<file path="src/hdl/box_muller_gaussian_generator_macros.svh">
// assertion shorthands shared by the rtl, clocked on clk and quiet during rst
`ifndef BOX_MULLER_GAUSSIAN_GENERATOR_MACROS_SVH
`define BOX_MULLER_GAUSSIAN_GENERATOR_MACROS_SVH

// condition holds in the same cycle
`define BMG_CHECK_NOW(lbl, ante, cons, msg) \
  lbl: assert property (@(posedge clk) disable iff (rst) (ante) |-> (cons)) else $error(msg);

// condition holds in the following cycle
`define BMG_CHECK_NEXT(lbl, ante, cons, msg) \
  lbl: assert property (@(posedge clk) disable iff (rst) (ante) |=> (cons)) else $error(msg);

`endif

</file>
<file path="src/hdl/bmg_pkg.sv">
`default_nettype none

package bmg_pkg;

  localparam int SAMPLE_W = 24;
  localparam int MEAN_W   = 24;
  localparam int SPREAD_W = 16;
  localparam int CFG_IDX_W = 1;

  typedef enum logic [CFG_IDX_W-1:0] {
    CFG_MEAN   = 1'b0,
    CFG_SPREAD = 1'b1
  } cfg_reg_e;

  // log2 in Q30 with a 5-bit exponent
  localparam int L_W = 35;
  // -2 ln(u) scaled back to Q30
  localparam int V_W = 36;
  localparam int RAD_W = 62;
  localparam int ROOT_W = 31;
  localparam int REM_W = ROOT_W + 2;

  localparam logic [30:0] Q30_ONE     = 31'h4000_0000;
  localparam logic [31:0] HALF_PI_Q30 = 32'd1686629713;
  localparam logic [31:0] TWO_LN2_Q28 = 32'd372130559;

  // exact reciprocals for 31-bit dividends: ceil(2^(31+ceil(log2 k)) / k)
  localparam int DIV42_SH = 37;
  localparam int DIV20_SH = 36;
  localparam int DIV6_SH  = 34;
  localparam int DIV56_SH = 37;
  localparam int DIV30_SH = 36;
  localparam int DIV12_SH = 35;
  localparam logic [31:0] DIV42_MUL = 32'(((64'd1 << DIV42_SH) + 64'd41) / 64'd42);
  localparam logic [31:0] DIV20_MUL = 32'(((64'd1 << DIV20_SH) + 64'd19) / 64'd20);
  localparam logic [31:0] DIV6_MUL  = 32'(((64'd1 << DIV6_SH) + 64'd5) / 64'd6);
  localparam logic [31:0] DIV56_MUL = 32'(((64'd1 << DIV56_SH) + 64'd55) / 64'd56);
  localparam logic [31:0] DIV30_MUL = 32'(((64'd1 << DIV30_SH) + 64'd29) / 64'd30);
  localparam logic [31:0] DIV12_MUL = 32'(((64'd1 << DIV12_SH) + 64'd11) / 64'd12);

  typedef logic signed [31:0] trig_t;

  typedef struct packed {
    logic busy;
    logic done;
  } unit_stat_t;

  typedef struct packed {
    logic              vld;
    logic [REM_W-1:0]  rem;
    logic [ROOT_W-1:0] root;
    logic [RAD_W-1:0]  rad;
  } sqrt_lane_t;

  // log2 of the all-ones code, evaluated at elaboration
  function automatic logic [L_W-1:0] log2_q30_ones(input int bits);
    longint unsigned d;
    longint unsigned m;
    logic [29:0] f;
    int e;
    d = (64'd1 << bits) - 64'd1;
    e = bits - 1;
    if (e > 30) m = d >> (e - 30);
    else m = d << (30 - e);
    f = '0;
    for (int i = 0; i < 30; i++) begin
      m = (m * m) >> 30;
      f = {f[28:0], 1'b0};
      if (m >= (64'd1 << 31)) begin
        m = m >> 1;
        f[0] = 1'b1;
      end
    end
    return {5'(e), f};
  endfunction

endpackage

`default_nettype wire

</file>
<file path="src/hdl/bmg_log_unit.sv">
`default_nettype none

module bmg_log_unit
  import bmg_pkg::*;
#(
  parameter int UNIFORM_BITS = 16
) (
  input  logic                    clk,
  input  logic                    rst,
  input  logic                    start,
  input  logic [UNIFORM_BITS-1:0] code,
  output unit_stat_t              stat,
  output logic [L_W-1:0]          log_diff
);

  localparam logic [L_W-1:0] LOG_FULL = log2_q30_ones(UNIFORM_BITS);
  localparam int WIDE_W = UNIFORM_BITS + 31;

  typedef enum logic [1:0] {LG_IDLE, LG_NORM, LG_SQ, LG_DONE} lg_state_t;

  lg_state_t               state;
  logic [UNIFORM_BITS-1:0] nrm;
  logic [5:0]              shifts;
  logic [30:0]             m;
  logic [29:0]             f;
  logic [4:0]              cnt;
  logic [WIDE_W-1:0]       wide;
  logic [61:0]             sq;
  logic [31:0]             sq_hi;
  logic [4:0]              expo;

  assign wide  = {nrm, 31'b0};
  assign sq    = 62'(m) * 62'(m);
  assign sq_hi = sq[61:30];
  assign expo  = 5'(UNIFORM_BITS - 1 - int'(shifts));

  assign log_diff  = LOG_FULL - {expo, f};
  assign stat.busy = (state == LG_NORM) || (state == LG_SQ);
  assign stat.done = (state == LG_DONE);

  always_ff @(posedge clk) begin
    if (rst) begin
      state <= LG_IDLE;
    end else begin
      unique case (state)
        LG_IDLE, LG_DONE: begin
          if (start) begin
            nrm    <= code;
            shifts <= '0;
            state  <= LG_NORM;
          end
        end
        LG_NORM: begin
          // coarse steps of eight, then single bits
          if (nrm[UNIFORM_BITS-1]) begin
            m     <= wide[WIDE_W-1 -: 31];
            f     <= '0;
            cnt   <= '0;
            state <= LG_SQ;
          end else if (nrm[UNIFORM_BITS-1 -: 8] == 8'd0) begin
            nrm    <= nrm << 8;
            shifts <= shifts + 6'd8;
          end else begin
            nrm    <= nrm << 1;
            shifts <= shifts + 6'd1;
          end
        end
        LG_SQ: begin
          if (sq_hi[31]) begin
            m <= sq_hi[31:1];
            f <= {f[28:0], 1'b1};
          end else begin
            m <= sq_hi[30:0];
            f <= {f[28:0], 1'b0};
          end
          cnt <= cnt + 5'd1;
          if (cnt == 5'd29) state <= LG_DONE;
        end
        default: state <= LG_IDLE;
      endcase
    end
  end

endmodule

`default_nettype wire

</file>
<file path="config.mk">
export PLATFORM = sky130hd
export DESIGN_NAME = bmg_log_unit
export DESIGN_NICKNAME = d
export VERILOG_FILES = /design/src/hdl/box_muller_gaussian_generator_macros.svh /design/src/hdl/bmg_pkg.sv /design/src/hdl/bmg_log_unit.sv
export SDC_FILE = /design/constraint.sdc
export NUM_CORES = 2
export LEC_CHECK = 0
export ABC_AREA = 1
export BUFFER_PORTS_ARGS = -buffer_cell sky130_fd_sc_hd__buf_2
export CORE_ASPECT_RATIO = 1.5
export CORE_MARGIN = 2
export CORE_UTILIZATION = 40
export CTS_BUF_LIST = sky130_fd_sc_hd__clkbuf_8
export DETAILED_ROUTE_END_ITERATION = 12
export HOLD_SLACK_MARGIN = 0.12
export PLACE_DENSITY_LB_ADDON = 0.3
export SLEW_MARGIN = 20
export SYNTH_ARGS = -nofsm -noshare
export SYNTH_HDL_FRONTEND = slang
export SYNTH_SLANG_ARGS = --single-unit
</file>
<file path="constraint.sdc">
create_clock -name clk -period 10.6 [get_ports clk]
set_clock_uncertainty 0.05 [all_clocks]
set_input_delay 0.53 -clock clk [delete_from_list [all_inputs] [get_ports clk]]
set_output_delay 0.53 -clock clk [all_outputs]
set_load 0.01 [all_outputs]
</file>
Word-level counts from Yosys, hierarchy flattened. Cells that the tools add are included.

Flip-flop bits (word level): 90. Input bits: 19. Output and inout bits: 37.

Add/sub/neg operators: 5. Multiply operators: 1. Equality and inequality tests: 8. Mux-type cells: 20. Bitwise operators: 1. Reductions and logical operators: 10.

Operator list (number): $mul A31 B31 Y62 (1); $mux W31 (2); $pmux W31 S2 (1); $pmux W30 S2 (1); $mux W16 (3); $sub A34 B35 Y35 const A (1); $pmux W16 S2 (1); $mux W30 (1); $mux W6 (3); $pmux W6 S2 (1); $pmux W5 S2 (1); $reduce_and A3 Y1 (3); $logic_not A8 Y1 (1); $add A6 B1 Y6 const B (1); $add A6 B4 Y6 const B (1); $mux W2 (3); $ne A2 B2 Y1 const B (3); $pmux W2 S3 (1); $add A5 B1 Y5 const B (1); $eq A5 B5 Y1 const B (1); $mux W5 (1); $sub A4 B5 Y5 const A (1); $eq A2 B2 Y1 const B (2); $reduce_and A4 Y1 (1); other kinds (8) (9).

Longest topological paths before layout.
Depth after elaboration: 4. Mapped depth: 36. Gate-level depth less buffers: 33.

Worst setup path before layout. Ideal clock, no wire load.

Path type: reg2reg. Start: register m[8]. End: register m[30], data pin. Library setup time: 0.260 ns. Arrival: 6.814 ns. Data required time: 10.290 ns. Slack: 3.476 ns. Stages on the path, launching flop included: 31. Path buffers: 3. Period minus slack after synthesis: 7.124 ns. Cells stage by stage: edfxtp_1 > clkbuf_1 > buf_1 > nand2_1 > fa_1 > fa_1 > inv_1 > fa_1 > inv_1 > fa_1 > inv_1 > fa_1 > fa_1 > fa_1 > inv_1 > fa_1 > inv_1 > ha_1 > nand2_1 > nand2_1 > a21oi_2 > nand2_1 > nand2_1 > nand2_1 > a21oi_1 > nand2_1 > nand2_2 > nand2_8 > nor2_8 > buf_8 > nand3_1.

Cells in the longest elaborated chain, start to end: 3.

RTL lines: start, declared (line bmg_log_unit.sv:24) `logic [30:0] m;`; start signal, assigned (line bmg_log_unit.sv:56) `m <= wide[WIDE_W-1 -: 31];`; start signal, assigned (line bmg_log_unit.sv:70) `m <= sq_hi[31:1];`; start signal, assigned (line bmg_log_unit.sv:73) `m <= sq_hi[30:0];`; $mul A31 B31 Y62 (line bmg_log_unit.sv:33) `assign sq = 62'(m) * 62'(m);`; $mux W31 (line bmg_log_unit.sv:69) `if (sq_hi[31]) begin`; $pmux W31 S2 (line bmg_log_unit.sv:45) `unique case (state)`.

No other way between the ends. A chain may end at the register's enable or synchronous reset.

Worst setup path after layout.
Start: register m[9]. End: register m[30], data pin.

The elaborated chain is that of the path after synthesis.

==> run summary <==
syn nets -> 5302
Cell Area, Synth -> 0.0339 mm^2
Slew Limit Headroom -> 22.1%
Post-synth EDFFs -> 87
MaxCap Viol Count -> 0
Worst EP required -> 10.68 ns
Final Slew Violations -> 0
period utilization -> 79.9%
Hold Buf Count CTS -> 0
Routed WL -> 94400 um
Synth warnings -> 0
PortBufs -> 55
Synth async-reset ratio -> 0%
Detailed Routing Iterations Pass 1 -> 5
CTS Buf Count -> 9
Initial Util -> 40.4%
actual slew at the worst max-slew pin -> 1.17 ns
Netlist cell types -> 45
antenna violations before repair -> 3
gr usage total -> 22.4%
Min Hold Slack -> 0.344 ns
via count -> 25.5k
clock root buffer -> clkbuf_8
antenna-violating nets left -> 0
Design Area, Final -> 0.0357 mm^2
syn avg cell area -> 7.96 um^2
flop-to-flop setup slack -> 2.13 ns
first-pass GRT wire length -> 151000 um
Final setup violation count -> 0
Final GP Congestion -> 0.984
CORE AREA -> 0.0838 mm^2
Clk Latency, worst-skew pair -> 0.39 ns
clock tree sinks -> 89
critical path arrival -> 8.55 ns
largest net degree at the start of global routing -> 38
clock transition at the registers of the reported paths -> 0.10 ns
CTS tree -> yes
antenna cells -> 0
crit path capture -> m[30]
post_cts resized -> 0
Setup WS pre-CTS -> 2.23 ns
vias in the first global route -> 28.2k
worst hold path type -> in -> reg
setup TNS -> 0 ns
hold path depth -> 2
residual DRC count -> 0
fin nets -> 5300
Worst Path Class, Setup -> reg -> reg
io pins -> 56
Cell Rows -> 130
sequential area share after synthesis -> 7.83%
status -> finished, final reports clean
Syn Inst Count -> 4258
Via density -> 4.74
RSZ-0062 raised after global routing -> false
Final Hold Viols -> 0
worst reg-to-reg path cell count -> 25
fmax -> 118 MHz
type of origin of the critical path -> register
Die Area -> 0.0871 mm^2
Final min period -> 8.47 ns
Worst R2R End -> m[30]
wire length per cell -> 17.5 um
critical-path maximum fanout -> 28
Die Wd -> 242 um
Syn-to-layout area delta -> 5.32%
Critical path origin -> m[9]
critical path capture point type -> register
final setup margin -> 2.13 ns
global route total overflow -> 0
Die Span Y -> 360 um
DR iter-0 viols -> 1216
DPL Wire Length -> 79300 um
CTS max path bufs -> 2
Cell Area, Placed -> 0.0355 mm^2
worst r2r src -> m[9]
Seq cells post-synth -> 89
layout cells sized above 1 -> 3.38%
htree depth -> 3
postcts setup bufs -> 0
Main synth FF type -> edfxtp_1
## Yosys cell counts (3+ instances only)
library cell	number	share of area, %
o21ai_0	35	0.52
nand3_1	83	1.2
inv_1	1403	16
a31oi_1	3	0.055
nand4_1	22	0.41
buf_2	3	0.044
a21oi_1	72	1.1
nand2_1	1102	12
a32o_1	7	0.21
o21bai_1	10	0.22
nor2_1	151	1.7
fa_1	747	44
nor3_1	17	0.25
ha_1	278	10
xnor2_1	21	0.54
buf_1	17	0.19
nor2_2	6	0.11
or2_2	4	0.074
nand2_2	7	0.13
and3_1	3	0.055
o21ai_1	5	0.074
nand3b_1	4	0.089
clkbuf_1	88	0.97
edfxtp_1	87	7.7
xor2_1	51	1.3
nor4_1	7	0.13
## state kept, by name, indices dropped and copies added (netlist names)
signal,count
f,30
shifts,5
state,2
nrm,16
cnt,5
m,31
## per-stage QoR
step	cells	utilization, %
6_report	5383	42.6
5_1_grt	5383	42.6
4_1_cts	5383	42.6
3_5_place_dp	5367	42.3
3_3_place_gp	5367	42.3
2_1_floorplan	4258	-
## per-layer routing
layer	GRT usage, %	share of wire (%)	up-vias
met3	1.82	3.3	249
met4	11.4	6.0	4
met5	0	0.025	-
met2	43.9	56	605
met1	23.7	35	12700
li1	-	-	12000
## layout make-up
class	instances	area [um^2]
Clock inverter	7	81.3
Timing Repair Buffer	100	638
Multi-Input combinational cell	2652	25500
Fill cell	8580	48100
Inverter	1404	5270
Tap cell	1122	1400
Clock buffer	9	124
Sequential cell	89	2650
## critical path, cell delays in order (launching register included)
cell      delay, ns
edfxtp_1       1.11
buf_4          0.41
nand2_1        0.21
fa_1           0.58
inv_1          0.06
fa_1           0.53
inv_1          0.05
fa_1           0.53
fa_1           0.53
inv_1          0.06
fa_1           0.56
fa_1           0.47
fa_1           0.53
fa_1           0.42
ha_1           0.33
nand2_1        0.10
nor2_1         0.28
nand2_1        0.17
nor2_1         0.12
o21ai_0        0.08
nand2_1        0.12
nand2_1        0.11
nand3_2        0.17
nand2_8        0.14
nor2_8         0.35
nand3_1        0.12
## worst min path at each step
stage / startpoint / to / slack, ns
after floorplan: f[4] / f[5] / 0.46
after global placement: f[4] / f[5] / 0.48
after detailed placement: f[4] / f[5] / 0.50
after CTS: rst / state[1] / 0.33
after global routing: rst / state[1] / 0.34
final: rst / state[1] / 0.34
## cell usage in the layout (no fill, tap or decap), drive strengths merged, types with 2 or more instances in the layout
master	Yosys	final
and3	3	3
inv	1404	1405
o21bai	10	10
a31o	2	2
buf	25	100
o21ai	40	40
nand3	84	84
nand3b	4	4
edfxtp	87	87
ha	278	278
xnor2	21	21
a21o	2	2
fa	747	747
a21oi	73	73
nor2	158	158
nand4	22	22
or2	4	4
a21boi	2	2
nor4	7	7
nor3	17	17
a31oi	3	3
xor2	51	51
nand2	1111	1111
and2	2	2
clkinv	0	5
clkbuf	88	9
dfxtp	2	2
a32o	7	7
## logic make-up after synthesis
group / share of synthesized area, %
fa+ha+maj: 54.4
buf+inv: 16.9
simple gates: 16.6
compound gates: 2.37
flops: 7.83
xor+xnor: 1.86
Power is not shown: default switching activity piles up to over one toggle a cycle in this logic, so the estimate is an artifact.
