`src/hdl/box_muller_gaussian_generator_macros.svh`:
```
// assertion shorthands shared by the rtl, clocked on clk and quiet during rst
`ifndef BOX_MULLER_GAUSSIAN_GENERATOR_MACROS_SVH
`define BOX_MULLER_GAUSSIAN_GENERATOR_MACROS_SVH

// condition holds in the same cycle
`define BMG_CHECK_NOW(lbl, ante, cons, msg) \
  lbl: assert property (@(posedge clk) disable iff (rst) (ante) |-> (cons)) else $error(msg);

// condition holds in the following cycle
`define BMG_CHECK_NEXT(lbl, ante, cons, msg) \
  lbl: assert property (@(posedge clk) disable iff (rst) (ante) |=> (cons)) else $error(msg);

`endif

```
`src/hdl/bmg_pkg.sv`:
```
`default_nettype none

package bmg_pkg;

  localparam int SAMPLE_W = 24;
  localparam int MEAN_W   = 24;
  localparam int SPREAD_W = 16;
  localparam int CFG_IDX_W = 1;

  typedef enum logic [CFG_IDX_W-1:0] {
    CFG_MEAN   = 1'b0,
    CFG_SPREAD = 1'b1
  } cfg_reg_e;

  // log2 in Q30 with a 5-bit exponent
  localparam int L_W = 35;
  // -2 ln(u) scaled back to Q30
  localparam int V_W = 36;
  localparam int RAD_W = 62;
  localparam int ROOT_W = 31;
  localparam int REM_W = ROOT_W + 2;

  localparam logic [30:0] Q30_ONE     = 31'h4000_0000;
  localparam logic [31:0] HALF_PI_Q30 = 32'd1686629713;
  localparam logic [31:0] TWO_LN2_Q28 = 32'd372130559;

  // exact reciprocals for 31-bit dividends: ceil(2^(31+ceil(log2 k)) / k)
  localparam int DIV42_SH = 37;
  localparam int DIV20_SH = 36;
  localparam int DIV6_SH  = 34;
  localparam int DIV56_SH = 37;
  localparam int DIV30_SH = 36;
  localparam int DIV12_SH = 35;
  localparam logic [31:0] DIV42_MUL = 32'(((64'd1 << DIV42_SH) + 64'd41) / 64'd42);
  localparam logic [31:0] DIV20_MUL = 32'(((64'd1 << DIV20_SH) + 64'd19) / 64'd20);
  localparam logic [31:0] DIV6_MUL  = 32'(((64'd1 << DIV6_SH) + 64'd5) / 64'd6);
  localparam logic [31:0] DIV56_MUL = 32'(((64'd1 << DIV56_SH) + 64'd55) / 64'd56);
  localparam logic [31:0] DIV30_MUL = 32'(((64'd1 << DIV30_SH) + 64'd29) / 64'd30);
  localparam logic [31:0] DIV12_MUL = 32'(((64'd1 << DIV12_SH) + 64'd11) / 64'd12);

  typedef logic signed [31:0] trig_t;

  typedef struct packed {
    logic busy;
    logic done;
  } unit_stat_t;

  typedef struct packed {
    logic              vld;
    logic [REM_W-1:0]  rem;
    logic [ROOT_W-1:0] root;
    logic [RAD_W-1:0]  rad;
  } sqrt_lane_t;

  // log2 of the all-ones code, evaluated at elaboration
  function automatic logic [L_W-1:0] log2_q30_ones(input int bits);
    longint unsigned d;
    longint unsigned m;
    logic [29:0] f;
    int e;
    d = (64'd1 << bits) - 64'd1;
    e = bits - 1;
    if (e > 30) m = d >> (e - 30);
    else m = d << (30 - e);
    f = '0;
    for (int i = 0; i < 30; i++) begin
      m = (m * m) >> 30;
      f = {f[28:0], 1'b0};
      if (m >= (64'd1 << 31)) begin
        m = m >> 1;
        f[0] = 1'b1;
      end
    end
    return {5'(e), f};
  endfunction

endpackage

`default_nettype wire

```
`src/hdl/bmg_trig_unit.sv`:
```
`default_nettype none

module bmg_trig_unit
  import bmg_pkg::*;
#(
  parameter int UNIFORM_BITS = 16
) (
  input  logic                    clk,
  input  logic                    rst,
  input  logic                    start,
  input  logic [UNIFORM_BITS-1:0] code,
  output unit_stat_t              stat,
  output trig_t                   cos_val,
  output trig_t                   sin_val
);

  localparam int REP = (32 + UNIFORM_BITS - 1) / UNIFORM_BITS;

  typedef enum logic [4:0] {
    TS_IDLE, TS_X, TS_X2, TS_S1, TS_SP1, TS_S2, TS_SP2, TS_S3, TS_SIN,
    TS_C1, TS_CP1, TS_C2, TS_CP2, TS_C3, TS_CP3, TS_COS, TS_DONE
  } step_t;

  step_t                       step;
  logic [REP*UNIFORM_BITS-1:0] rep;
  logic [31:0]                 phase;
  logic [29:0]                 frac;
  logic                        swap_next;
  logic [1:0]                  quad;
  logic                        swap;
  logic [29:0]                 g, x, x2, q;
  logic [30:0]                 t, s, c;
  logic [31:0]                 mul_a, mul_b;
  logic [63:0]                 prod;
  logic [30:0]                 ca, sa;

  // code/(2^n-1) is the code repeated as a binary fraction
  assign rep       = {REP{code}};
  assign phase     = (code == {UNIFORM_BITS{1'b1}}) ? 32'd0 : rep[REP*UNIFORM_BITS-1 -: 32];
  assign frac      = phase[29:0];
  assign swap_next = frac > 30'h2000_0000;

  always_comb begin
    unique case (step)
      TS_X:   begin mul_a = {2'b0, g};  mul_b = HALF_PI_Q30; end
      TS_X2:  begin mul_a = {2'b0, x};  mul_b = {2'b0, x};   end
      TS_S1:  begin mul_a = {2'b0, x2}; mul_b = DIV42_MUL;   end
      TS_S2:  begin mul_a = {2'b0, q};  mul_b = DIV20_MUL;   end
      TS_S3:  begin mul_a = {2'b0, q};  mul_b = DIV6_MUL;    end
      TS_SIN: begin mul_a = {2'b0, x};  mul_b = {1'b0, t};   end
      TS_C1:  begin mul_a = {2'b0, x2}; mul_b = DIV56_MUL;   end
      TS_C2:  begin mul_a = {2'b0, q};  mul_b = DIV30_MUL;   end
      TS_C3:  begin mul_a = {2'b0, q};  mul_b = DIV12_MUL;   end
      TS_SP1, TS_SP2, TS_CP1, TS_CP2, TS_CP3: begin
        mul_a = {2'b0, x2};
        mul_b = {1'b0, t};
      end
      default: begin mul_a = '0; mul_b = '0; end
    endcase
  end

  assign prod = 64'(mul_a) * 64'(mul_b);

  always_ff @(posedge clk) begin
    if (rst) begin
      step <= TS_IDLE;
    end else begin
      if (start) begin
        quad <= phase[31:30];
        swap <= swap_next;
        g    <= swap_next ? 30'(Q30_ONE - 31'(frac)) : frac;
        step <= TS_X;
      end else if (step != TS_IDLE && step != TS_DONE) begin
        step <= step_t'(5'(step) + 5'd1);
      end
      unique case (step)
        TS_X:   x  <= 30'((prod + 64'h2000_0000) >> 30);
        TS_X2:  x2 <= prod[59:30];
        TS_S1:  t  <= Q30_ONE - 31'(prod >> DIV42_SH);
        TS_S2:  t  <= Q30_ONE - 31'(prod >> DIV20_SH);
        TS_S3:  t  <= Q30_ONE - 31'(prod >> DIV6_SH);
        TS_SIN: s  <= prod[60:30];
        TS_C1:  t  <= Q30_ONE - 31'(prod >> DIV56_SH);
        TS_C2:  t  <= Q30_ONE - 31'(prod >> DIV30_SH);
        TS_C3:  t  <= Q30_ONE - 31'(prod >> DIV12_SH);
        TS_COS: c  <= Q30_ONE - 31'(q >> 1);
        TS_SP1, TS_SP2, TS_CP1, TS_CP2, TS_CP3: q <= prod[59:30];
        default: ;
      endcase
    end
  end

  assign ca = swap ? s : c;
  assign sa = swap ? c : s;

  always_comb begin
    unique case (quad)
      2'd0: begin cos_val = trig_t'({1'b0, ca});  sin_val = trig_t'({1'b0, sa});  end
      2'd1: begin cos_val = -trig_t'({1'b0, sa}); sin_val = trig_t'({1'b0, ca});  end
      2'd2: begin cos_val = -trig_t'({1'b0, ca}); sin_val = -trig_t'({1'b0, sa}); end
      default: begin cos_val = trig_t'({1'b0, sa}); sin_val = -trig_t'({1'b0, ca}); end
    endcase
  end

  assign stat.busy = (step != TS_IDLE) && (step != TS_DONE);
  assign stat.done = (step == TS_DONE);

endmodule

`default_nettype wire

```
`config.mk`:
```
export PLATFORM = sky130hd
export DESIGN_NAME = bmg_trig_unit
export DESIGN_NICKNAME = d
export VERILOG_FILES = /design/src/hdl/box_muller_gaussian_generator_macros.svh /design/src/hdl/bmg_pkg.sv /design/src/hdl/bmg_trig_unit.sv
export SDC_FILE = /design/constraint.sdc
export NUM_CORES = 2
export LEC_CHECK = 0
export ABC_AREA = 0
export BUFFER_PORTS_ARGS = -buffer_cell sky130_fd_sc_hd__buf_4
export CAP_MARGIN = 20
export CORE_ASPECT_RATIO = 0.8
export CORE_MARGIN = 3
export CORE_UTILIZATION = 55
export CTS_CLUSTER_SIZE = 10
export DETAILED_ROUTE_END_ITERATION = 10
export GPL_ROUTABILITY_DRIVEN = 0
export PLACE_DENSITY = 0.71
export SLEW_MARGIN = 20
export SYNTH_ARGS = -nofsm -noshare
export SYNTH_HDL_FRONTEND = slang
export SYNTH_SLANG_ARGS = --single-unit
```
`constraint.sdc`:
```
create_clock -name clk -period 12.9 [get_ports clk]
set_input_delay 1.29 -clock clk [delete_from_list [all_inputs] [get_ports clk]]
set_output_delay 1.29 -clock clk [all_outputs]
set_load 0.005 [all_outputs]
```
# Word level (Yosys, flattened, before mapping)
# Cells that the tools add are included.
# word_totals
output_inout_bits	66
wordCells	76
in_bits	19
ff_bits	221
# op_classes
mux	11
add_sub_neg	10
magnitude_cmp	1
n_eq_ne	20
n_reduce_logical	21
n_bitwise	1
n_mul	1
# op_table
cell	count
32-bit one-hot mux with 8 select lines	1
32-bit one-hot mux with 3 select lines	2
31-bit one-hot mux with 4 select lines	1
30-bit one-hot mux with 4 select lines	1
31-bit negator with 32-bit output	2
30-bit by 32-bit multiplier with 62-bit output	1
31-bit two-way mux	2
60-bit by 30-bit adder with 60-bit output, second input constant	1
30-bit two-way mux	2
5-bit by 4-bit == test with 1-bit output, second input constant	8
31-bit by 25-bit subtractor with 31-bit output, first input constant	1
31-bit by 26-bit subtractor with 31-bit output, first input constant	1
31-bit by 27-bit subtractor with 31-bit output, first input constant	1
31-bit by 28-bit subtractor with 31-bit output, first input constant	1
31-bit by 29-bit subtractor with 31-bit output, first input constant	1
30-bit greater-than comparator, second input constant	1
1-bit by 30-bit subtractor with 30-bit output, first input constant	1
5-bit by 3-bit == test with 1-bit output, second input constant	4
16-bit == test, second input constant	1
2-bit AND reduction	7
5-bit by 2-bit == test with 1-bit output, second input constant	2
2-bit OR reduction	5
7-bit OR reduction	1
6-bit OR reduction	1
15 further kinds	16

# Depth between registers and ports, before layout
# depth
ltp_word	6
ltp_mapped	47
depth_no_buf	41

# Worst setup path before layout
# OpenSTA, ideal clock, no wires.
# synth_timing
path_type	reg2reg
from	reg step[3]
to	reg t[25] (data pin)
path_stages_with_launch	38
path_buffers	8
slack_ns	1.909
t_required_ns	12.631
setup_time_ns	0.269
arrival_time_ns	10.722
synth_period_minus_slack_ns	10.991
cell_sequence	dfxtp_1 -> buf_4 -> clkbuf_1 -> nand3b_1 -> a21oi_1 -> clkbuf_1 -> clkbuf_1 -> or3_1 -> clkbuf_1 -> a221o_1 -> clkbuf_1 -> buf_1 -> nand2_1 -> fa_1 -> fa_1 -> fa_1 -> fa_1 -> inv_1 -> [... 2 more ...] -> fa_1 -> inv_1 -> fa_1 -> inv_1 -> ha_1 -> clkbuf_1 -> nand4_1 -> nor4_1 -> nand4_1 -> or4_1 -> o211ai_2 -> nor3_2 -> a221o_1 -> a211oi_2 -> nand4_2 -> nor4b_4 -> nand4_1 -> xnor2_1
# synth_via
elab_chain_len	6
word_cells_on_any_way	29
classes_between	add/sub (4); mul (1); eq/ne (14); mux (3); reduce/logical (7)
# synth_lines
item	line	source
from (decl)	bmg_trig_unit.sv:24	step_t step;
from (signal assigned)	bmg_trig_unit.sv:74	step <= step_t'(5'(step) + 5'd1);
5-bit by 4-bit == test with 1-bit output, or another cell as far along	bmg_trig_unit.sv:44	unique case (step)
6-bit OR reduction (no source line), or another cell as far along	--	
32-bit one-hot mux with 8 select lines / 30-bit one-hot mux with 4 select lines (equally long branches)	bmg_trig_unit.sv:44	
30-bit by 32-bit multiplier with 62-bit output *	bmg_trig_unit.sv:62	assign prod = 64'(mul_a) * 64'(mul_b);
net prod[52]	bmg_trig_unit.sv:34	logic [63:0] prod;
31-bit by 27-bit subtractor with 31-bit output, or another cell as far along	bmg_trig_unit.sv:85	TS_C3: t <= Q30_ONE - 31'(prod >> DIV12_SH);
31-bit one-hot mux with 4 select lines *	bmg_trig_unit.sv:76	unique case (step)
to (signal assigned)	bmg_trig_unit.sv:79	TS_S1: t <= Q30_ONE - 31'(prod >> DIV42_SH);
to (signal assigned)	bmg_trig_unit.sv:84	TS_C2: t <= Q30_ONE - 31'(prod >> DIV30_SH);
to (signal assigned)	bmg_trig_unit.sv:85	
to (decl)	bmg_trig_unit.sv:32	logic [30:0] t, s, c;
# The timed path passes the listed nets; every way through them passes the cells marked *.
# A chain may end at the register's enable or synchronous reset.

# Worst setup path in the final report
# layout_timing
from	reg step[1]
to	reg t[21] (data pin)
# layout_via
elab_chain_len	6
word_cells_on_any_way	29
classes_between	add/sub (4); mul (1); eq/ne (14); mux (3); reduce/logical (7)
# layout_lines
item	line
5-bit by 4-bit == test with 1-bit output, or another cell as far along	bmg_trig_unit.sv:44
6-bit OR reduction (no source line), or another cell as far along	--
32-bit one-hot mux with 8 select lines / 30-bit one-hot mux with 4 select lines (equally long branches)	bmg_trig_unit.sv:44
30-bit by 32-bit multiplier with 62-bit output	bmg_trig_unit.sv:62
31-bit by 27-bit subtractor with 31-bit output, or another cell as far along	bmg_trig_unit.sv:85
31-bit one-hot mux with 4 select lines *	bmg_trig_unit.sv:76
# Every way passes the cells marked *; elsewhere a longest branch is shown, timed or not.

==> qor.csv <==
metric,value,unit
"CP delay by family, top",simple AND/OR/NAND/NOR gates,
Util after Layout,59.9,%
Worst path max stage delay,1.02,ns
largest family of logic cells by synthesized area,adder cells,
"Top cell by count, worst path",fa_1,
P&R area growth vs syn,7.11,%
post-synthesis xor/xnor area fraction,2.73,%
Mapped Area,47400,um^2
simple-gate share of the synthesized area,17.9,%
Synth Area in Adders,42.1,%
critical path type,reg2reg,
Max Root-Sink Buffers,3,
CTS Sinks,221,
number of primary I/O pins,85,
mux share of post-synthesis cell area,3.71,%
"Top FF cell, synth",edfxtp_1,
"Seq/Total Area, Yosys",13.9,%
total CTS buffers,26,
clk slew on worst S/H paths,0.06,ns
syn_nets,6510,
first-pass GRT wire length,255000,um
Synth Instances,5398,
largest area contributor in the netlist,fa_1,
Combinational Power Share,79.7,%
Initial Utilization,55.9,%
"Avg Cell Area, Syn",8.78,um^2
Final Hold Violating Endpoints,0,
VDD IR max,0.000302,V
routed vias,41800,
Clock Power Share,7.2,%
Synth area leaders,"fa_1, edfxtp_1, inv_1",
Row Count,95,
Crit path arrival time,13.13,ns
Post-synth top cells,"inv_1, fa_1, nand2_1, nor2_1, clkbuf_1",
"Max stage delay cell, worst path",a222oi_1,
pin count of the biggest net entering global routing,87,
FF-to-FF End,t[21],
internal power,3.84,mW
DRC Markers,0,
Fmax,0.0779,GHz
worst slew pin tran,1.20,ns
top cell type's share of synthesized area,35.3,%
Placed Cells,6505,
ANT nets after route,0,
antenna violations before repair,7,
Total GRT Usage,38.2,%
Worst Slack Setup Final,0.0574,ns
post_cts resized,0,
iteration count of the initial detailed-routing pass,11,
pre-CTS WS,0.683,ns
die area,89800,um^2
Post-CTS Setup Inserts,0,
Skew-Pair Late Insertion Delay,0.56,ns
R2R Setup Slk,0.06,ns
ys async rst share,0,%
standby leakage power,22.8,nW
Buffers & Inverters on Critical Path,4,
final non-filler cell total,6548,
die extent in x,334,um
most common cell in the synthesized netlist,inv_1,
worst clock skew,0.0344,ns
worst hold path class,reg2reg,
# setup viols final,0,
"EDFF count, synth",216,
share of cells above drive strength 1,9.32,%
Avg WL per Cell,26.0,um
RSZ-0062 raised after global routing,false,
Die H,269,um
yosys warns,0,
r2r worst-path depth,33,
sequential power share,13.1,%
sw frac,58.7,%
global route overflow,0,
period utilisation layout,99.6,%
setup tns final,0,ns
nature of the critical path endpoint,flip-flop,
hold path start,q[1],
hold buffer count at CTS,0,
Critical Path RT,13.19,ns
hold path cells,0,
H-tree Lvls,1,
vias per inst,6.38,
NetSw,5.46,mW
Synth Register Bits,221,
Max Slew Vio Count,0,
Max-Cap Viols,0,
pwr dens,183,nW/um^2
CTS tree,built,
core area,84800,um^2
worst hold path endpoint,c[0],
Iteration-0 DRC Markers,5633,
status,finished clean,
Cell variety after synth,105,
Fillers,7356,
vias in the first global route,41000,
nets@finish,6530,
Worst setup SP type,flip-flop,
min cycle time layout,12.84,ns
Compound-Gate Fraction of Synth Area,10.1,%
CTS root buffer,clkbuf_16,
RR Startpoint,step[1],
port buffer count,84,
worst rel slew slack,19.8,%
Post-Route WL,170000,um
DPL Wire Length,137000,um
hold slack,0.546,ns
worst-path fanout max,19,
## through the flow
stage	total power, mW	instance area, um^2
floorplan	5.68	47400
global placement	8.13	50000
detailed placement	8.19	50000
CTS	8.91	50800
global route	9.73	50800
finish	9.30	50800
## registers in the layout, indices dropped and copies added, names as in the netlist, 5 cells and up
name / count
c: 31
g: 30
q: 30
s: 31
step: 5
t: 31
x: 30
x2: 30
## area by class of cell
type | instances | area (um^2) | area share (%)
flip-flops and latches | 221 | 6590 | 13.0
repair buffers | 291 | 2210 | 4.35
clock inverters | 4 | 30.0 | 0.0591
inverters | 909 | 3410 | 6.72
multi-input cells | 3969 | 36500 | 71.8
diodes | 2 | 5.00 | 0.00986
clock buffers | 37 | 692 | 1.36
well taps | 1115 | 1400 | 2.75
## power groups by stage
| stage | clock [mW] | sequential [mW] | combinational, mW |
|---|---|---|---|
| floorplan | 0 | 1.20 | 4.48 |
| global placement | 0 | 1.23 | 6.90 |
| detailed placement | 0 | 1.23 | 6.97 |
| CTS | 0.663 | 1.21 | 7.03 |
| global route | 0.693 | 1.22 | 7.81 |
| finish | 0.667 | 1.22 | 7.41 |
## cells in the final DEF, fill, tap and decap left out, types with 16 or more instances in the layout
cell type / synthesis / layout
nor3_1: 70 / 67
inv_1: 905 / 905
ha_1: 258 / 258
o21a_1: 27 / 27
a221o_1: 28 / 24
nor2_1: 679 / 675
or4_1: 16 / 16
o21ai_0: 109 / 108
clkbuf_16: 0 / 26
o211ai_1: 21 / 21
nand2_1: 783 / 783
mux4_2: 31 / 31
xnor2_1: 93 / 93
a21oi_1: 190 / 187
buf_4: 1 / 289
fa_1: 835 / 835
and2_1: 54 / 50
nand2b_1: 16 / 16
or3_1: 25 / 25
a222oi_1: 28 / 28
and3_1: 27 / 27
mux2i_1: 54 / 54
nor4_1: 30 / 30
mux2_2: 46 / 46
a211oi_1: 25 / 24
xor2_1: 51 / 51
a221oi_2: 1 / 18
nand3_1: 68 / 68
and4_1: 16 / 16
nand4_1: 80 / 80
edfxtp_1: 216 / 216
a21o_1: 29 / 29
## worst max-delay path by stage
stage                     endpoint     from  slack [ns]  depth (start not counted)
after floorplan              t[25]  step[3]        1.91                         37
after global placement       t[25]  step[0]        0.78                         35
after detailed placement     t[25]  step[1]        0.68                         35
after CTS                    t[25]  step[1]        0.62                         35
after global routing         t[25]  step[1]      0.0006                         33
final                        t[21]  step[1]        0.06                         33
## metal layers
| metal | GRT usage [%] | vias up | share of wire (%) |
|---|---|---|---|
| li1 | - | 17500 | - |
| met1 | 51.2 | 20500 | 36 |
| met2 | 52.4 | 3153 | 39 |
| met3 | 15.1 | 633 | 17 |
| met4 | 22.8 | 8 | 8.0 |
| met5 | 0 | - | 0.035 |
## kinds of logic after synthesis
kind of cell / after synthesis
other: 1
adders and majority gates: 1093
AOI/OAI and AO/OA: 668
muxes: 131
xor gates and xnor gates: 146
buffers and inverters: 1208
and+or+nand+nor: 1930
DFF: 221
Power figures use the tool's default switching activity.
