===== config.mk =====
export PLATFORM = sky130hd
export DESIGN_NAME = bmg_sqrt_cell
export DESIGN_NICKNAME = d
export VERILOG_FILES = /design/src/hdl/box_muller_gaussian_generator_macros.svh /design/src/hdl/bmg_pkg.sv /design/src/hdl/bmg_sqrt_cell.sv
export SDC_FILE = /design/constraint.sdc
export NUM_CORES = 1
export LEC_CHECK = 0
export ABC_AREA = 0
export BUFFER_PORTS_ARGS = -buffer_cell sky130_fd_sc_hd__buf_2
export CAP_MARGIN = 20
export CORE_ASPECT_RATIO = 1.1
export CORE_MARGIN = 4
export CORE_UTILIZATION = 45
export DETAILED_ROUTE_END_ITERATION = 16
export GPL_TIMING_DRIVEN = 1
export PLACE_DENSITY = 0.78
export SETUP_SLACK_MARGIN = 0.05
export SKIP_LAST_GASP = 1
export SYNTH_ARGS = -nofsm -noshare
export SYNTH_HDL_FRONTEND = slang
export SYNTH_SLANG_ARGS = --single-unit

===== constraint.sdc =====
create_clock -name clk -period 5.3 [get_ports clk]
set_input_delay 0.265 -clock clk [delete_from_list [all_inputs] [get_ports clk]]
set_output_delay 0.265 -clock clk [all_outputs]
set_load 0.01 [all_outputs]

===== src/hdl/box_muller_gaussian_generator_macros.svh =====
// assertion shorthands shared by the rtl, clocked on clk and quiet during rst
`ifndef BOX_MULLER_GAUSSIAN_GENERATOR_MACROS_SVH
`define BOX_MULLER_GAUSSIAN_GENERATOR_MACROS_SVH

// condition holds in the same cycle
`define BMG_CHECK_NOW(lbl, ante, cons, msg) \
  lbl: assert property (@(posedge clk) disable iff (rst) (ante) |-> (cons)) else $error(msg);

// condition holds in the following cycle
`define BMG_CHECK_NEXT(lbl, ante, cons, msg) \
  lbl: assert property (@(posedge clk) disable iff (rst) (ante) |=> (cons)) else $error(msg);

`endif


===== src/hdl/bmg_pkg.sv =====
`default_nettype none

package bmg_pkg;

  localparam int SAMPLE_W = 24;
  localparam int MEAN_W   = 24;
  localparam int SPREAD_W = 16;
  localparam int CFG_IDX_W = 1;

  typedef enum logic [CFG_IDX_W-1:0] {
    CFG_MEAN   = 1'b0,
    CFG_SPREAD = 1'b1
  } cfg_reg_e;

  // log2 in Q30 with a 5-bit exponent
  localparam int L_W = 35;
  // -2 ln(u) scaled back to Q30
  localparam int V_W = 36;
  localparam int RAD_W = 62;
  localparam int ROOT_W = 31;
  localparam int REM_W = ROOT_W + 2;

  localparam logic [30:0] Q30_ONE     = 31'h4000_0000;
  localparam logic [31:0] HALF_PI_Q30 = 32'd1686629713;
  localparam logic [31:0] TWO_LN2_Q28 = 32'd372130559;

  // exact reciprocals for 31-bit dividends: ceil(2^(31+ceil(log2 k)) / k)
  localparam int DIV42_SH = 37;
  localparam int DIV20_SH = 36;
  localparam int DIV6_SH  = 34;
  localparam int DIV56_SH = 37;
  localparam int DIV30_SH = 36;
  localparam int DIV12_SH = 35;
  localparam logic [31:0] DIV42_MUL = 32'(((64'd1 << DIV42_SH) + 64'd41) / 64'd42);
  localparam logic [31:0] DIV20_MUL = 32'(((64'd1 << DIV20_SH) + 64'd19) / 64'd20);
  localparam logic [31:0] DIV6_MUL  = 32'(((64'd1 << DIV6_SH) + 64'd5) / 64'd6);
  localparam logic [31:0] DIV56_MUL = 32'(((64'd1 << DIV56_SH) + 64'd55) / 64'd56);
  localparam logic [31:0] DIV30_MUL = 32'(((64'd1 << DIV30_SH) + 64'd29) / 64'd30);
  localparam logic [31:0] DIV12_MUL = 32'(((64'd1 << DIV12_SH) + 64'd11) / 64'd12);

  typedef logic signed [31:0] trig_t;

  typedef struct packed {
    logic busy;
    logic done;
  } unit_stat_t;

  typedef struct packed {
    logic              vld;
    logic [REM_W-1:0]  rem;
    logic [ROOT_W-1:0] root;
    logic [RAD_W-1:0]  rad;
  } sqrt_lane_t;

  // log2 of the all-ones code, evaluated at elaboration
  function automatic logic [L_W-1:0] log2_q30_ones(input int bits);
    longint unsigned d;
    longint unsigned m;
    logic [29:0] f;
    int e;
    d = (64'd1 << bits) - 64'd1;
    e = bits - 1;
    if (e > 30) m = d >> (e - 30);
    else m = d << (30 - e);
    f = '0;
    for (int i = 0; i < 30; i++) begin
      m = (m * m) >> 30;
      f = {f[28:0], 1'b0};
      if (m >= (64'd1 << 31)) begin
        m = m >> 1;
        f[0] = 1'b1;
      end
    end
    return {5'(e), f};
  endfunction

endpackage

`default_nettype wire


===== src/hdl/bmg_sqrt_cell.sv =====
`default_nettype none

module bmg_sqrt_cell
  import bmg_pkg::*;
(
  input  logic       clk,
  input  logic       rst,
  input  sqrt_lane_t din,
  output sqrt_lane_t dout
);

  logic [REM_W+1:0] trial_num;
  logic [REM_W+1:0] trial_sub;
  logic             fits;

  // bring down two radicand bits and try the next root bit
  assign trial_num = {din.rem, din.rad[RAD_W-1 -: 2]};
  assign trial_sub = {2'b0, din.root, 2'b01};
  assign fits      = trial_num >= trial_sub;

  always_ff @(posedge clk) begin
    if (rst) begin
      dout.vld <= 1'b0;
    end else begin
      dout.vld <= din.vld;
    end
    dout.rem  <= fits ? REM_W'(trial_num - trial_sub) : REM_W'(trial_num);
    dout.root <= {din.root[ROOT_W-2:0], fits};
    dout.rad  <= din.rad << 2;
  end

endmodule

`default_nettype wire


-- Word-level counts from Yosys, hierarchy flattened
Cells that the tools add are included.
- register bits after elaboration: 125
- bits of input ports: 129
- output and inout port bits: 127
- logic and storage cells: 7
- add/sub/neg operators: 1
- order comparisons: 1
- muxes and demuxes: 1
- operator list (operator ; count):
    $ge A35 B33 Y1 ; 1
    $mux W33 ; 1
    $sub A33 B33 Y33 ; 1

-- Longest topological paths before layout
Gate-level depths: netlist (run 1).
- depth in word-level cells: 2
- gate-level depth with buffers: 14
- mapped depth without buffers: 10

-- Worst setup path after synthesis (run 1)
OpenSTA, ideal clock, no wires.
- kind: input -> register
- from: input din[92] (netlist bit)
- to: register dout[102] (netlist bit)
- setup time: 0.121 ns
- data arrival time: 2.429 ns
- data required time: 5.179 ns
- path slack: 2.749 ns
- cell stages on the path: 12
- path buffers: 3
- cell sequence: inv_1 -> ha_1 -> nor3b_2 -> nand4_1 -> or4_1 -> o21a_1 -> buf_6 -> o21a_4 -> buf_12 -> inv_12 -> buf_12 -> mux2_4
- word-level cells in the longest chain between the ends: 2
- ends and longest elaborated chain (item ; line ; RTL):
    start, declared ; bmg_sqrt_cell.sv:8 ; input sqrt_lane_t din,
    $ge A35 B33 Y1 ; bmg_sqrt_cell.sv:19 ; assign fits = trial_num >= trial_sub;
    $mux W33 ; bmg_sqrt_cell.sv:27 ; dout.rem <= fits ? REM_W'(trial_num - trial_sub) : REM_W'(trial_num);
    end, declared ; bmg_sqrt_cell.sv:9 ; output sqrt_lane_t dout
Every way passes these cells.
A chain may end at the register's enable or synchronous reset.

-- Final worst setup path (run 1)
- from: input din[74] (netlist bit)
- to: register dout[101] (netlist bit)
Same word-level chain as after synthesis.

==> metrics.txt, run 1 <==
Final Cycle Share=0.585; final setup TNS=0 ps; Die Y=122 um; drt via density=4.99; total global routing overflow=0; CTS Root Cell=clkbuf_16; drt wl/cell=17.3 um; worst min-delay path class=in2reg; initial core utilization=0.459; drt drc=0; via count=just over 5000; worst vdd ir=0.000219 V; cells along the critical path=dlygate4sd3_1 -> buf_2 -> inv_1 -> ha_1 -> nand4_2 -> nor2_1 -> nand3_1 -> o2111ai_2 -> a41oi_4 -> o21a_4 -> inv_12 -> mux2_2; Crit Path Class=in2reg; Cells after Synth=515; sequential fraction of the synthesis area=0.474; Yosys top cell area share=0.474; met2 WL=8.79 mm; total track usage=0.263; H-tree depth=4; Post-CTS Resized=0; violation count after the first detailed-route iteration=358; Final ANT Viol Nets=0; die width=111 um; Critical Path Start Type=primary input; die area=0.0135 sq mm; first-pass GRT wire length=27.8 mm; WL met3=1.21 mm; WP data arrival=3400 ps; Cell Area, Placed=0.00660 sq mm; Yosys warning total=0; Hold Crit Depth=2; Worst-path clk slew=roughly 50 ps; share of cells above drive strength 1=0.363; relative slew slack=0.569; Hold Vio Cnt, Final=0; post-synthesis async set-or-reset flop share=0; synth unique cells=60; Initial DRT Pass Iterations=4; number of synthesized flops with an enable pin=0; power density over cell area=361 mW/mm^2; Worst Hold End=dout[126]; CTS sink cnt=125; TritonCTS clock tree=built; ranking of synthesized cells by area=dfxtp_1, ha_1, mux2_4; Slew @ Worst Pin=630 ps; P&R area growth vs syn=54.6%; Crit Path Max Fanout=26; slowest CP cell=dlygate4sd3_1; commonest register cell after synthesis=dfxtp_1; Rows=41; initial antenna violation count=0; post-layout minimum cycle time=3100 ps; vias in the first global route=5208; final setup vio count=0; fmax=around 320 MHz; Mean Syn Cell Area=10.2 sq um; max reg flops=125; commonest non-fill, non-tap cell in the layout=buf_2; leakage=a little under 4 nW; routed length on met1=7.28 mm; unrepaired setup endpoints after global routing=no; max_cap viols=0; slowest stage delay, CP=540 ps; GP Congestion=0.930; biggest area consumer among synthesized cells=dfxtp_1; Top reg by flops=dout; clock tree buffer depth=2; Total Routed Length=17.8 mm; Port Buffers=253; commonest non-fill, non-tap cells in the layout=buf_2, dfxtp_1, dlygate4sd3_1; core area=around 0.011 sq mm; largest net degree at the start of global routing=27; Design Area, Final=0.00816 sq mm; CP required=5600 ps; DP HPWL=13.2 mm; number of synthesized register bits=125; min-delay src=din[126]; mapped cell area=0.00528 sq mm; boundary pin count=256; Top Layer Used=met4; Critical Path Sink Type=flop; CTS Buf Count=17; fin nets=1027; max-slew violations=0; top flop regs=dout (125); hold_ws=roughly 80 ps; run status=complete, no violations
## power by group
| group | switching [W] | internal, W |
|---|---|---|
| combinational | 0.000320 | 0.000300 |
| sequential | 0.0000230 | 0.00103 |
| clock | 0.000417 | 0.000848 |
## area by class of cell
type | count | area [sq um]
fillers | 886 | 3330
multi-input cells | 326 | 2440
well taps | 150 | 188
repair buffers | 344 | 2180
clock inverters | 10 | 185
clock buffers | 22 | 454
flip-flops and latches | 125 | 2500
inverters | 51 | 204
diodes | 1 | 2.50
## layer usage
metal	GRT usage	vias to the layer above
met5	0	-
met4	0.116	0
met3	0.0820	36
met2	0.454	205
met1	0.301	2381
li1	-	2517
## per-stage QoR
step                      worst slack (ps)  utilization  total power [W]  cells
after CTS                             2200        0.710          0.00295   1028
after global routing                  1990        0.710          0.00306   1028
after detailed placement              2350        0.575          0.00163    905
after global placement                2360        0.575          0.00163    905
final                                 2200        0.710          0.00294   1029
after floorplan                       2750            -          0.00143    516
## kinds of logic (layout without fill, tap and decap cells)
family          after synthesis  after routing  share of synthesized area
compound gates              127            127                      0.168
xor+xnor                     24             24                     0.0398
fa+ha+maj                    33             33                     0.0783
buf+inv                      65            427                     0.0633
flops                       125            125                      0.474
mux                          28             28                     0.0716
other cells                   1              3                   0.000711
simple gates                112            112                      0.104
## how the worst max path moves through the flow
stage | startpoint | cells after the start | to
2_1_floorplan | din[92] | 12 | dout[102]
3_3_place_gp | din[74] | 11 | dout[101]
3_5_place_dp | din[74] | 11 | dout[99]
4_1_cts | din[74] | 12 | dout[101]
5_1_grt | din[81] | 11 | dout[101]
6_report | din[74] | 12 | dout[101]
## critical path, delay by kind of cell
kind	cells	cell delay, ps
compound gates	3	910
simple gates	3	510
buf+inv	4	880
fa+ha+maj	1	430
mux	1	370
## synth_stat cells (2+ instances only)
cell         n
a211oi_1     4
o31ai_1      6
o2111ai_1    2
o31a_1       2
ha_1        33
a21oi_1     37
nor2_1      27
o211ai_1    10
a21o_1       4
nand3_1     12
mux2_4      18
buf_4        2
o21bai_1     5
buf_6        2
buf_2        5
a211o_1      3
and2_1       2
xor2_1       2
buf_12       3
nand2_1     30
nor2b_1      3
dfxtp_1    125
and3_1       4
a2111oi_0    3
a21boi_0     2
o21a_1       7
clkbuf_1     2
xnor2_1     22
a21oi_2      3
a221oi_1     3
o21ai_1      2
mux2_2       6
inv_1       50
mux2i_1      4
nor4_1       5
nand4_1      6
o21ai_0     20
a31oi_1      2
nand2b_1     6
nor3_1      11
## timing repair
item | 4_1_cts | 5_1_grt
setup buffers | 0 | 0
endpoints found under the setup margin | 0 | 0
hold endpoints to repair | 91 | 0
hold buffers | 91 | 0
Power figures use the tool's default switching activity.
==> inputs of run 2 (changes only) <==
Settings changed: ABC_AREA 0 to 1, CORE_UTILIZATION 45 to 43, PLACE_DENSITY 0.78 to 0.77.
Clock period 5.3 ns to 2.6 ns, I/O delays scaled along.
==> run 2 against run 1 <==
- clock-buffer cell count is 5 lower
- die area increased by 15%
- total power rose by 98%
- critical path type unchanged
- critical endpoint is now dout[94]
- largest power group unchanged
==> metrics.txt, run 2 <==
Post-Synth Adder-Cell Area=0.0707 (was 0.0783); worst min-delay path class=in2reg (unchanged); final setup vio count=0 (unchanged); run status=complete, no violations (unchanged); Critical Path Sink Type=flop (unchanged); Die Y=130 um (was 122 um); Synth top cells by count=nand2_1, inv_1, dfxtp_1 (was dfxtp_1, inv_1, a21oi_1); Synth Area in Simple Gates=0.336 (was 0.104); cts hold-fix bufs=123 (was 91); Inserted Diodes=0 (was 1); placed cells=1248 (was 905); worst vdd ir=0.000393 V (was 0.000219 V); Worst-path clk slew=60 ps (was 50 ps); multiplexer share of the synthesized area=0 (was 0.0716); largest family of logic cells by synthesized area=simple AND/OR/NAND/NOR gates (was compound AO/OA/AOI/OAI gates); max_cap viols=0 (unchanged); max reg flops=125 (unchanged); Crit. Startpoint=din[84] (was din[74]); initial core utilization=0.440 (was 0.459); TritonCTS clock tree=built (unchanged); multi-input logic area=0.00263 sq mm (was 0.00244 sq mm); number of synthesized flops with an enable pin=0 (unchanged); leakage=5.16 nW (was 3.97 nW); violation count after the first detailed-route iteration=369 (was 358); drt wl/cell=15.4 um (was 17.3 um); die width=119 um (was 111 um); hold_ws=26.9 ps (was 79.9 ps); post-layout minimum cycle time=approximately 2200 ps; Hold Vio Cnt, Final=0 (unchanged); initial antenna violation count=1 (was 0); Critical Path Start Type=primary input (unchanged); mapped cell area=0.00584 sq mm (was 0.00528 sq mm); CTS Root Cell=clkbuf_16 (unchanged); Port Buffers=253 (unchanged); max-slew violations=0 (unchanged); Crit Path Class=in2reg (unchanged); biggest area consumer among synthesized cells=dfxtp_1 (unchanged); drt drc=0 (unchanged); Mean Syn Cell Area=7.16 sq um (was 10.2 sq um); GP Congestion=0.955 (was 0.930); largest net degree at the start of global routing=36 (was 27); Design Area, Final=0.00911 sq mm (was 0.00816 sq mm); WP data arrival=2530 ps (was 3400 ps); CTS sink cnt=125 (unchanged); Yosys top cell area share=0.428 (was 0.474); Filler Cell Count=1058 (was 886); post-synthesis async set-or-reset flop share=0 (unchanged); vias in the first global route=6543 (was 5208); drt via density=4.57 (was 4.99); complex-gate fraction of the synthesized area=0.0214 (was 0.168); via count=6418 (was 5139); Non-Filler Instances=1403 (was 1029); cell with the most instances after synthesis=nand2_1 (was dfxtp_1); total global routing overflow=0 (unchanged); clock tree buffer depth=2 (unchanged); commonest register cell after synthesis=dfxtp_1 (unchanged); synth unique cells=32 (was 60); commonest non-fill, non-tap cells in the layout=nand2_1, buf_2, inv_1 (was buf_2, dfxtp_1, dlygate4sd3_1); Final ANT Viol Nets=0 (unchanged); final core utilization=0.686 (was 0.710); ranking of synthesized cells by area=dfxtp_1, nand2_1, inv_1 (was dfxtp_1, ha_1, mux2_4); number of synthesized register bits=125 (unchanged); fin nets=1368 (was 1027); boundary pin count=256 (unchanged); top flop regs=dout (125) (unchanged); fmax=454 MHz; Register Area=0.00250 sq mm (unchanged); XOR/XNOR Fraction of Synth Area=0.0210 (was 0.0398); die area=0.0155 sq mm (was 0.0135 sq mm); share of cells above drive strength 1=0.271 (was 0.363); Top reg by flops=dout (unchanged); Post-CTS Setup Inserts=0 (unchanged); CP required=2930 ps (was 5600 ps); Yosys warning total=0 (unchanged); Cells after Synth=816 (was 515); Slew @ Worst Pin=906 ps (was 630 ps); Total Routed Length=21.7 mm (was 17.8 mm); Rows=44 (was 41); first-pass GRT wire length=33.8 mm (was 27.8 mm); Post-CTS Resized=0 (unchanged); Initial DRT Pass Iterations=5 (was 4); unrepaired setup endpoints after global routing=no (unchanged); Final Cycle Share=0.846; relative slew slack=0.395 (was 0.569); H-tree depth=4 (unchanged); CTS Buf Count=17 (unchanged); min-delay src=din[60] (was din[126]); Cell Area, Placed=0.00729 sq mm (was 0.00660 sq mm); sequential fraction of the synthesis area=0.428 (was 0.474); DP HPWL=14.9 mm (was 13.2 mm); power density over cell area=640 mW/mm^2 (was 361 mW/mm^2); total track usage=0.281 (was 0.263); P&R area growth vs syn=55.9% (was 54.6%); core area=0.0133 sq mm (was 0.0115 sq mm); commonest non-fill, non-tap cell in the layout=nand2_1 (was buf_2); Crit Path Max Fanout=35 (was 26)
run 2: cell count changes after synthesis, moves of 18 or more:
cell / change
nand2_1: +261
inv_1: +106
nand3_1: +45
mux2_4: -18
o21ai_0: -19
xnor2_1: -21
run 2: worst paths after layout:
path,endpoint,slack [ps],depth (start not counted)
setup / recovery,dout[94],400,12
hold / removal,dout[93],30,3
run 2: kinds of logic (layout without fill, tap and decap cells):
kind of cell,Yosys count,count (layout)
AND/OR/NAND/NOR,443,443
buffers and inverters,176,578
flip-flops,125,125
adder cells (fa/ha/maj),33,33
AO/OA/AOI/OAI,24,24
XOR/XNOR,14,14
other,1,2
run 2: cell type report:
cell class                      count  share of cell area
Timing Repair Buffer              381               0.278
Multi-Input combinational cell    516               0.289
Sequential cell                   125               0.275
Inverter                          165              0.0680
Tap cell                          184              0.0253
Clock inverter                     15              0.0177
Clock buffer                       17              0.0467
run 2: where the power goes:
part           leakage (nW)  switching [W]  total [W]  internal (W)
clock network         0.277       0.000944    0.00237       0.00142
logic                  3.82       0.000755    0.00132      0.000560
registers              1.05      0.0000479    0.00214       0.00210
total                  5.16        0.00175    0.00583       0.00408
run 2: worst max-delay path, cell delays in order:
cell	delay, ps
buf_2	80
inv_1	30
ha_1	370
nand2_1	160
nor2_2	70
nand2_1	100
nor2_2	60
nand2_1	70
nand3_2	80
nor2_4	700
nand2_8	360
o21ai_0	280
run 2: per-stage QoR:
stage / worst slack, ps / setup TNS, ps / total power (W)
after global placement: 9.64 / 0 / 0.00330
after floorplan: 1010 / 0 / 0.00286
after CTS: 363 / 0 / 0.00579
final: 400 / 0 / 0.00583
after global routing: 95.3 / 0 / 0.00609
after detailed placement: -51.6 / -658 / 0.00332
run 2: metal layers:
metal / global-route usage / wire, um / up-vias
li1: - / - / 3244
met1: 0.306 / 8280 / 2856
met2: 0.500 / 10800 / 255
met3: 0.0958 / 1850 / 61
met4: 0.118 / 778 / 2
met5: 0 / 7 / -
==> inputs of run 3 (changes only) <==
Settings changed: ABC_AREA 1 to 0, CORE_UTILIZATION 43 to 45, PLACE_DENSITY 0.77 to 0.78.
Clock period 2.6 ns to 2.1 ns, I/O delays scaled along.
==> run 3 against run 2 <==
- setup slack got worse by 340 ps
- via count fell by 5.5%
- largest cell class is now non-clock buffers
- combinational power rose by 56%
- critical endpoint is now dout[112]
==> metrics.txt, run 3 (synthesis results as in run 1) <==
Design Area, Final=0.00968 sq mm (was 0.00911 sq mm); clock group share of total power=0.392 (was 0.406); die area=0.0135 sq mm (was 0.0155 sq mm); top flop regs=dout (125) (unchanged); largest net degree at the start of global routing=27 (was 36); internal power=0.00567 W (was 0.00408 W); final setup vio count=0 (unchanged); worst vdd ir=0.000626 V (was 0.000393 V); Net Sw Frac=0.275 (was 0.300); core area=0.0115 sq mm (was 0.0133 sq mm); run status=complete, no violations (unchanged); final core utilization=0.842 (was 0.686); boundary pin count=256 (unchanged); Critical Path Sink Type=flop (unchanged); TritonCTS clock tree=built (unchanged); Register Area=0.00250 sq mm (unchanged); Seq pwr share=0.344 (was 0.368); WP data arrival=2340 ps (was 2530 ps); Initial DRT Pass Iterations=5 (unchanged); max_cap viols=0 (unchanged); Cell Area, Placed=0.00761 sq mm (was 0.00729 sq mm); initial antenna violation count=0 (was 1); Rows=41 (was 44); CTS Buf Count=17 (unchanged); via count=6062 (was 6418); drt drc=0 (unchanged); H-tree depth=4 (unchanged); proportion of power drawn by combinational gates=0.263 (was 0.226); first-pass GRT wire length=33.4 mm (was 33.8 mm); unrepaired setup endpoints after global routing=yes (was no); P&R area growth vs syn=83.5% (was 55.9%); violation count after the first detailed-route iteration=497 (was 369); Total Routed Length=23.4 mm (was 21.7 mm); share of cells above drive strength 1=0.471 (was 0.271); total global routing overflow=0 (unchanged); Port Buffers=253 (unchanged); hold_ws=41.2 ps (was 26.9 ps); Crit Path Class=in2reg (unchanged); drt via density=5.21 (was 4.57); die width=111 um (was 119 um); power density over cell area=808 mW/mm^2 (was 640 mW/mm^2); Worst-path clk slew=60 ps (about the same); DP HPWL=14.8 mm (was 14.9 mm); commonest non-fill, non-tap cell in the layout=buf_2 (was nand2_1); GP Congestion=0.910 (was 0.955); post-layout minimum cycle time=2040 ps; Hold Vio Cnt, Final=0 (unchanged); fmax=491 MHz; CTS Root Cell=clkbuf_16 (unchanged); total track usage=0.315 (was 0.281); Top reg by flops=dout (unchanged); worst min-delay path class=in2reg (unchanged); CP required=2400 ps (was 2930 ps); fin nets=1162 (was 1368); final setup TNS=0 ps (unchanged); relative slew slack=0.670 (was 0.395); vias in the first global route=6269 (was 6543); Crit Path Max Fanout=7 (was 35); leakage=4.64 nW (was 5.16 nW); commonest non-fill, non-tap cells in the layout=buf_2, dfxtp_1, dlygate4sd3_1 (was nand2_1, buf_2, inv_1); Critical Path Start Type=primary input (unchanged); Slew @ Worst Pin=482 ps (was 906 ps); Final ANT Viol Nets=0 (unchanged); max reg flops=125 (unchanged); Filler Cell Count=652 (was 1058); max-slew violations=0 (unchanged); clock tree buffer depth=2 (unchanged); initial core utilization=0.459 (was 0.440); CTS sink cnt=125 (unchanged); Inserted Diodes=0 (unchanged); multi-input logic area=0.00284 sq mm (was 0.00263 sq mm); Die Y=122 um (was 130 um); drt wl/cell=20.2 um (was 15.4 um); Final Cycle Share=0.970; switching pwr=0.00215 W (was 0.00175 W)
run 3: path summary, 6_finish.rpt:
check	from	endpoint	slack [ps]	depth (start not counted)
setup / recovery	din[84]	dout[112]	60	12
hold / removal	din[60]	dout[93]	40	3
run 3: power by group through the flow:
stage | Clock [W] | Combinational, W | Sequential, W
after detailed placement | 0 | 0.00171 | 0.00272
after floorplan | 0 | 0.000820 | 0.00284
final | 0.00307 | 0.00206 | 0.00269
after global placement | 0 | 0.00166 | 0.00272
after CTS | 0.00306 | 0.00190 | 0.00267
after global routing | 0.00320 | 0.00219 | 0.00271
run 3: per-stage QoR:
step,setup WS (ps),total power [W],instances
2_1_floorplan,-173,0.00366,516
3_3_place_gp,-264,0.00438,1007
3_5_place_dp,-310,0.00443,1007
4_1_cts,74.5,0.00763,1156
5_1_grt,-14.0,0.00810,1163
6_report,62.5,0.00783,1163
run 3: repair_timing:
item,4_1_cts,5_1_grt
hold buffers,117,0
hold endpoints to repair,116,0
buffers inserted,0,7
resized for setup,0,40
endpoints found under the setup margin,0,28
run 3: worst max-delay path, stage by stage:
cell and delay, ps:
buf_2 110, inv_1 90, ha_4 220, o21a_1 200, o21a_1 210, a21oi_4 170
o2111ai_2 190, a41oi_4 220, o21a_4 290, clkinv_8 70, buf_12 150, mux2_4 320
run 3: cell type report:
class,count,share of cell area
inverter,51,0.0238
sequential,125,0.258
timing repair buffer,478,0.340
clock buffer,23,0.0504
timing repair inverter,1,0.00168
tap,150,0.0194
clock inverter,9,0.0137
multi-input combinational,326,0.293
run 3: routing by layer:
| metal | up-vias | wire [um] | track usage |
|---|---|---|---|
| met4 | 0 | 912 | 0.126 |
| met2 | 340 | 12500 | 0.583 |
| li1 | 2776 | - | - |
| met3 | 69 | 1760 | 0.0800 |
| met5 | - | 0 | 0 |
| met1 | 2877 | 8310 | 0.346 |
